[config.mk]
export PLATFORM = sky130hd
export DESIGN_NAME = sim_signature_hash
export DESIGN_NICKNAME = d
export VERILOG_FILES = /design/src/hdl/ssh_pkg.sv /design/src/hdl/sim_signature_hash.sv
export SDC_FILE = /design/constraint.sdc
export NUM_CORES = 1
export LEC_CHECK = 0
export BUFFER_PORTS_ARGS = -buffer_cell sky130_fd_sc_hd__buf_4
export CAP_MARGIN = 20
export CORE_MARGIN = 3
export CORE_UTILIZATION = 30
export DETAILED_ROUTE_END_ITERATION = 10
export PLACE_DENSITY = 0.43
export SYNTH_ARGS = -nofsm -noshare
export SYNTH_HDL_FRONTEND = slang
export SYNTH_SLANG_ARGS = --single-unit
[constraint.sdc]
create_clock -name clk -period 10.88 [get_ports clk]
set_clock_uncertainty 0.05 [all_clocks]
set_input_delay 3.264 -clock clk [delete_from_list [all_inputs] [get_ports clk]]
set_output_delay 3.264 -clock clk [all_outputs]
set_load 0.01 [all_outputs]
[src/hdl/ssh_pkg.sv]
// ----------------------------------------------------------------------------
// ssh_pkg: shared types and constants of the simulation signature hash
// Holds the field widths, the prime table and the sequencer state type.
// ----------------------------------------------------------------------------
package ssh_pkg;

  localparam int WORD_W  = 32;
  localparam int KEY_W   = 24;
  localparam int SLOT_W  = 4;
  localparam int PRIME_W = 13;
  localparam int CNT_W   = 5;

  // Sequencer states.
  typedef enum logic [2:0] {
    ST_IDLE,
    ST_MUL,
    ST_DIV,
    ST_DONE
  } ssh_state_t;

  // Prime multiplier for each word slot.
  function automatic logic [PRIME_W-1:0] prime_of(input logic [SLOT_W-1:0] slot);
    logic [PRIME_W-1:0] p;
    unique case (slot)
      4'd0:    p = 13'd1291;
      4'd1:    p = 13'd1699;
      4'd2:    p = 13'd1999;
      4'd3:    p = 13'd2357;
      4'd4:    p = 13'd2953;
      4'd5:    p = 13'd3313;
      4'd6:    p = 13'd3907;
      4'd7:    p = 13'd4177;
      4'd8:    p = 13'd4831;
      4'd9:    p = 13'd5147;
      4'd10:   p = 13'd5647;
      4'd11:   p = 13'd6343;
      4'd12:   p = 13'd6899;
      4'd13:   p = 13'd7103;
      4'd14:   p = 13'd7873;
      default: p = 13'd8147;
    endcase
    return p;
  endfunction

endpackage

[src/hdl/sim_signature_hash.sv]
// ----------------------------------------------------------------------------
// sim_signature_hash: hash key of a streamed simulation signature
// A word not marked last passes through capture and multiply-xor.
// A last word passes through capture, multiply-xor, 32 steps of the restoring
// compare/subtract unit for the modulo, and a handoff.
// A new word is accepted only in idle, once the previous word is through; the
// handoff waits while an earlier key is still held by back-pressure on the output.
// Reset (rst_n low, synchronous) clears the signature state and sets
// table_size to 1.
// ----------------------------------------------------------------------------
module sim_signature_hash import ssh_pkg::*; (
  input  logic              clk,
  input  logic              rst_n,
  // Configuration: table_size.
  input  logic              cfg_wen,
  input  logic [KEY_W-1:0]  cfg_wdata,
  // Input items.
  input  logic              in_tvalid,
  output logic              in_tready,
  input  logic [WORD_W-1:0] in_tdata,   // [31:0] sim_word
  input  logic              in_tlast,   // last_word
  // Result items.
  output logic              out_tvalid,
  input  logic              out_tready,
  output logic [KEY_W-1:0]  out_tdata   // [23:0] bucket_key
);

  ssh_state_t          state_r, state_nxt;
  logic [KEY_W-1:0]    table_size_r;
  logic [WORD_W-1:0]   acc_r, acc_nxt;
  logic [WORD_W-1:0]   word_r;
  logic                last_r;
  logic [SLOT_W-1:0]   slot_r, slot_nxt;
  logic                phase_r, phase_nxt;
  logic                first_r, first_nxt;
  logic [KEY_W:0]      rem_r, rem_nxt;
  logic [CNT_W-1:0]    cnt_r, cnt_nxt;
  logic                out_valid_r, out_valid_nxt;
  logic [KEY_W-1:0]    out_data_r, out_data_nxt;
  logic                in_fire;
  logic                cur_phase;
  logic [WORD_W+PRIME_W-1:0] product;
  logic [KEY_W:0]      rem_sh;
  logic [KEY_W:0]      divisor;

  assign in_tready  = (state_r == ST_IDLE);
  assign in_fire    = in_tvalid && in_tready;
  assign out_tvalid = out_valid_r;
  assign out_tdata  = out_data_r;

  // Phase comes from bit 0 of the first word of a signature.
  assign cur_phase = first_r ? in_tdata[0] : phase_r;

  // Word times prime, kept modulo 2^32.
  assign product = word_r * prime_of(slot_r);

  // Compare/subtract step: one quotient bit per cycle.
  assign divisor = {1'b0, table_size_r};
  assign rem_sh  = {rem_r[KEY_W-1:0], acc_r[WORD_W-1]};

  // Configuration register.
  always_ff @(posedge clk) begin
    if (!rst_n) begin
      table_size_r <= KEY_W'(1);
    end else if (cfg_wen) begin
      table_size_r <= cfg_wdata;
    end
  end

  // Captured word, already inverted for phase one.
  always_ff @(posedge clk) begin
    if (in_fire) begin
      word_r <= cur_phase ? ~in_tdata : in_tdata;
      last_r <= in_tlast;
    end
  end

  // State and control registers.
  always_ff @(posedge clk) begin
    if (!rst_n) begin
      state_r     <= ST_IDLE;
      acc_r       <= '0;
      slot_r      <= '0;
      phase_r     <= 1'b0;
      first_r     <= 1'b1;
      rem_r       <= '0;
      cnt_r       <= '0;
      out_valid_r <= 1'b0;
    end else begin
      state_r     <= state_nxt;
      acc_r       <= acc_nxt;
      slot_r      <= slot_nxt;
      phase_r     <= phase_nxt;
      first_r     <= first_nxt;
      rem_r       <= rem_nxt;
      cnt_r       <= cnt_nxt;
      out_valid_r <= out_valid_nxt;
    end
  end

  always_ff @(posedge clk) begin
    out_data_r <= out_data_nxt;
  end

  // Sequencer: next state and datapath control.
  always_comb begin
    state_nxt     = state_r;
    acc_nxt       = acc_r;
    slot_nxt      = slot_r;
    phase_nxt     = phase_r;
    first_nxt     = first_r;
    rem_nxt       = rem_r;
    cnt_nxt       = cnt_r;
    out_valid_nxt = out_valid_r && !out_tready;
    out_data_nxt  = out_data_r;
    unique case (state_r)
      ST_IDLE: begin
        if (in_fire) begin
          phase_nxt = cur_phase;
          first_nxt = 1'b0;
          state_nxt = ST_MUL;
        end
      end
      ST_MUL: begin
        acc_nxt  = acc_r ^ product[WORD_W-1:0];
        slot_nxt = slot_r + SLOT_W'(1);
        if (last_r) begin
          // Start the modulo and clear the signature state.
          slot_nxt  = '0;
          phase_nxt = 1'b0;
          first_nxt = 1'b1;
          rem_nxt   = '0;
          cnt_nxt   = '0;
          state_nxt = ST_DIV;
        end else begin
          state_nxt = ST_IDLE;
        end
      end
      ST_DIV: begin
        // Shifting the dividend out leaves the accumulator at zero.
        acc_nxt = {acc_r[WORD_W-2:0], 1'b0};
        rem_nxt = (rem_sh >= divisor) ? rem_sh - divisor : rem_sh;
        cnt_nxt = cnt_r + CNT_W'(1);
        if (cnt_r == '1) begin
          state_nxt = ST_DONE;
        end
      end
      ST_DONE: begin
        if (!out_valid_r || out_tready) begin
          out_valid_nxt = 1'b1;
          out_data_nxt  = (table_size_r == '0) ? '0 : rem_r[KEY_W-1:0];
          state_nxt     = ST_IDLE;
        end
      end
      default: begin
        state_nxt = ST_IDLE;
      end
    endcase
  end

  // The remainder is reduced below a nonzero modulus when the division ends.
  a_rem_reduced: assert property (@(posedge clk) disable iff (!rst_n)
    (state_r == ST_DONE && table_size_r != '0) |-> (rem_r < divisor))
    else $error("remainder not reduced at end of division");

  // A new key only appears after a finished division.
  a_key_after_div: assert property (@(posedge clk) disable iff (!rst_n)
    $rose(out_valid_r) |-> $past(state_r == ST_DONE))
    else $error("key appeared without a finished division");

  // The signature state is clear once a key has been handed over.
  a_cleared: assert property (@(posedge clk) disable iff (!rst_n)
    (state_r == ST_DONE) |=> (state_r != ST_IDLE ||
                              (acc_r == '0 && slot_r == '0 && first_r)))
    else $error("signature state not cleared after a key");

endmodule
* Yosys cells after proc, flatten, opt, wreduce, memory -nomap -nowiden
Memories as Yosys holds them, arrays and structs flattened. A register that Yosys moved wholly into a read port is not among the register bits.
Index checks and enable logic that the tools add are counted.
** Storage, ports and cells
- Bits in latches :: 0
- ROM bits :: 192
- Word-level logic and storage cells :: 65
- RAM bits :: 0
- Flip-flop bits (word level) :: 152
- Output and inout bits :: 26
- Memories :: 1
** Memories
- (no name shown) :: words 16, width 12, rd ports 1, clocked after memory_dff 1, wr ports 0, RTL line ssh_pkg.sv:24 : unique case (slot)
** Cells by class
- $mul :: 1
- Divide/modulo/power cells :: 0
- Bitwise gates (word level) :: 2
- Order comparisons :: 1
- Shift-type cells :: 0
- Add/sub/neg operators :: 3
- Multiplexer cells :: 24
- Eq/ne operators :: 8
- Reduce and logical (&&, ||, !) cells :: 13
** Operator list (count)
- $pmux 32 s2 :: 1
- $mux 24 :: 2
- $pmux 24 s2 :: 1
- $mul 32x13->32 :: 1
- $mux 32 :: 1
- $not 32->32 :: 1
- $xor 32x32->32 :: 1
- $ge 25x24->1 :: 1
- $logic_not 24->1 :: 1
- $sub 24x24->24 :: 1
- $mux 4 :: 3
- $pmux 3 s4 :: 1
- $pmux 5 s2 :: 1
- $mux 3 :: 3
- $mux 1 :: 7
- $eq 3x2->1 const B :: 2
- $ne 2x2->1 const B :: 3
- $reduce_and 3->1 :: 2
- $add 5x1->5 const B :: 1
- $eq 5x5->1 const B :: 1
- $mux 5 :: 1
- $add 4x1->4 const B :: 1
- $pmux 1 s2 :: 2
- $reduce_and 2->1 :: 2
- other kinds (8) :: 11

* Depth between registers and ports, before layout
- Depth after elaboration :: 4
- Gate-level depth with buffers :: 22
- Gate-level depth less buffers :: 21

* Least setup slack after synthesis
OpenSTA, ideal clock, no wires.
- Kind :: reg-to-reg
- Start :: reg with a tool-made name
- End :: reg acc_r[30]
- Slack :: 4.981 ns
- Required time :: 10.763 ns
- Library setup time :: 0.067 ns
- Data arrival time :: 5.781 ns
- Stages on the path, launching flop included :: 22
- Cells stage by stage :: dfxtp_1 -> clkbuf_1 -> clkbuf_1 -> nand2_1 -> fa_1 -> fa_1 -> fa_1 -> inv_1 -> fa_1 -> inv_1 -> fa_1 -> inv_1 -> ha_1 -> a211oi_1 -> o211ai_2 -> a31oi_2 -> a31oi_2 -> a2111o_1 -> a31oi_1 -> xor2_1 -> o311a_2 -> o21ai_2
** RTL lines
- to (signal assigned) :: RTL line sim_signature_hash.sv:91 : acc_r <= acc_nxt;
- to (decl) :: RTL line sim_signature_hash.sv:30 : logic [WORD_W-1:0] acc_r, acc_nxt;

* Final worst setup path
- Start :: reg word_r[5]
- End :: reg acc_r[23]
** On the way
- Longest elaborated chain between the ends :: 3
** Ends and longest elaborated chain
- from (decl) :: RTL line sim_signature_hash.sv:31 : logic [WORD_W-1:0] word_r;
- from (signal assigned) :: RTL line sim_signature_hash.sv:73 : word_r <= cur_phase ? ~in_tdata : in_tdata;
- $mul 32x13->32 :: RTL line sim_signature_hash.sv:55 : assign product = word_r * prime_of(slot_r);
- $xor 32x32->32 :: RTL line sim_signature_hash.sv:125 : acc_nxt = acc_r ^ product[WORD_W-1:0];
- $pmux 32 s2 :: RTL line sim_signature_hash.sv:116 : unique case (state_r)
No other way between the ends.
A chain may end at the register's enable or synchronous reset.

==> results.toml <==
[logic_synthesis]
yosys.area.top_type = "fa_1"
synth_area_sq_mm = 0.01823
synth-warning-count = 0
synth.distinct_cells = 77
yosysSeqAreaShare = 0.2103
ys_top_cells_by_count = "376 x inv_1, 258 x fa_1, 241 x nand2_1"
synth_edf_count = 57
yosysTopAreaCellShare = 0.2834
syn_nets = 2448
synthTopCellsByArea = "fa_1 28%, dfxtp_1 12%, edfxtp_1 9.4%"
yosysMostFrequentCell = "inv_1"
ys_seq_elements = 163
ys.flop_type = "dfxtp_1"
async_flop_share = 0
avgSynthCellArea_sq_um = 8.943
postSynthCellCount = 2038

[critical_path]
path_class = "reg -> reg"
critPathLaunch = "word_r[5]"
start_kind = "flop"
end_kind = "flop"
worstPathRequired_ns = 11.24
r2r-start = "word_r[5]"
crit_fanout = 13
cp.arrival_ns = 6.60

[global_route]
gr-usage-all-layers = 0.1562
grt_pass1_wl_microns = 78270
antenna_found_initial = 0
grt_pass1_vias = 14395
grt_max_degree = 55
globalRoute.totalOverflow = 0

[floorplan]
dieArea_sq_mm = 0.06375
std_cell_rows = 89
core_area_sq_mm = 0.05958
die_h_microns = 252.5
die_w_microns = 252.5
io_pins = 88
initial_utilization = 0.3059

[clock_tree]
cts_resized = 0
ctsHoldBuffers = 0
numCtsBuffers = 17
cts_sinks = 163
cts_tree = "built"
clkTransAtPathRegs_ns = 0.09
cts_setup_buffers = 0
cts_max_path_buffers = 2
worstSkewPairLatency_ns = 0.49
cts_root_buffer = "clkbuf_16"
htree_levels = 4

[detailed_routing]
antenna_left = 0
routed_wl_microns = 47410
wl_met3_microns = 1080
dr.pass1.iters = 5
viasPerCell = 4.703
route.met2.wl_microns = 23630
routedWlPerCell_microns = 16.66
drc = 0
dr.max_layer_used = "met4"
drt-initial-drc-count = 599
wl_met1_microns = 21810
num_vias = 13386

[finish]
antenna_cells = 0
nets = 2470
fillers = 6163
area_growth_pct = 11.18
layout-drive-gt1-share = 0.08249

[run_status]
status = "finished clean"

[sta]
min_period_ns = 6.244
drv_slew = 0
finalSetupTns_ns = 0
tightest_slew_ns = 0.9432
relSlewSlack = 0.3694
rsz0062_at_grt = "no"
max_freq_mhz = 160.1
layout_setup_ws_ns = 4.636
fin_crit_sh = 0.5739
hold_ws_ns = 0.4447
hold_violations = 0
setup_viol = 0

[place]
hpwl_microns = 36320
io_buffer_count = 87
pre_cts_slack_ns = 4.627
place_congestion = 0.8087

[job]
drv_cap = 0

[min_path]
hold_path.class = "reg -> reg"
worstHoldStart = "rem_r[4]"
[state kept, by name, indices dropped and copies added (netlist names), named ones only]
name	cells
acc_r	32
cnt_r	5
first_r	1
last_r	1
out_tdata	24
out_tvalid	1
phase_r	1
rem_r	24
slot_r	4
state_r	2
table_size_r	24
word_r	32
[per-stage QoR]
| step | instances | cell area, sq um | util |
|---|---|---|---|
| after floorplan | 2038 | 18230 | - |
| after global placement | 2812 | 19600 | 0.3289 |
| after detailed placement | 2813 | 19620 | 0.3294 |
| after CTS | 2845 | 20250 | 0.3399 |
| after global routing | 2846 | 20260 | 0.3401 |
| final | 2846 | 20260 | 0.3401 |
[worst paths after layout]
| kind | slack (ns) | depth (start not counted) | to |
|---|---|---|---|
| max | 4.64 | 20 | acc_r[23] |
| min reg2reg | 0.44 | 2 | rem_r[4] |
| min | 0.44 | 2 | rem_r[4] |
| max reg2reg | 4.64 | 20 | acc_r[23] |
[cell type report]
class	count	area, sq um	share of cell area
Multi-Input combinational cell	1392	12580	0.6208
Sequential cell	163	3834	0.1892
Inverter	378	1419	0.07002
Tap cell	773	967.2	0.04773
Timing Repair Buffer	108	838.3	0.04137
Clock buffer	17	425.4	0.02099
Clock inverter	15	201.4	0.009941
[cell families after synthesis]
group / after synthesis / share of synthesized area
adders and majority gates: 348 / 0.3452
buffers and inverters: 483 / 0.1004
and+or+nand+nor: 611 / 0.1659
muxes: 48 / 0.02657
xor gates and xnor gates: 101 / 0.04853
DFF: 163 / 0.2103
AOI/OAI and AO/OA: 284 / 0.1031
[cell usage in the layout (no fill, tap or decap), types with 21 or more instances in the layout]
cell type / n
dfxtp_1: 106
buf_4: 106
a21oi_1: 75
nor2b_1: 55
and2_1: 146
nor3_1: 21
o21ai_0: 52
a21o_1: 27
nor2_1: 68
fa_1: 258
nand2_1: 241
xor2_1: 26
nand3_1: 21
edfxtp_1: 57
mux2i_1: 44
ha_1: 89
inv_1: 376
xnor2_1: 75
[worst max-delay path, stage by stage, from the launching register on]
cell and delay, ns:
edfxtp_1 0.61, and2_1 0.28, fa_1 0.54, inv_1 0.06
fa_1 0.53, inv_1 0.05, fa_1 0.49, fa_1 0.55
inv_1 0.05, fa_1 0.53, inv_1 0.04, ha_1 0.37
and3_1 0.22, o211ai_1 0.11, o21ai_2 0.13, nor4_4 0.37
o21ai_1 0.17, a311oi_1 0.33, xor2_1 0.12, or4_1 0.40
a31oi_1 0.16
[layer usage]
metal,up-vias,GRT usage
li1,6441,-
met1,6738,0.2016
met2,161,0.2737
met3,46,0.01914
met4,0,0.04713
met5,-,0
Power is not shown: default switching activity piles up to over one toggle a cycle in this logic, so the estimate is an artifact.
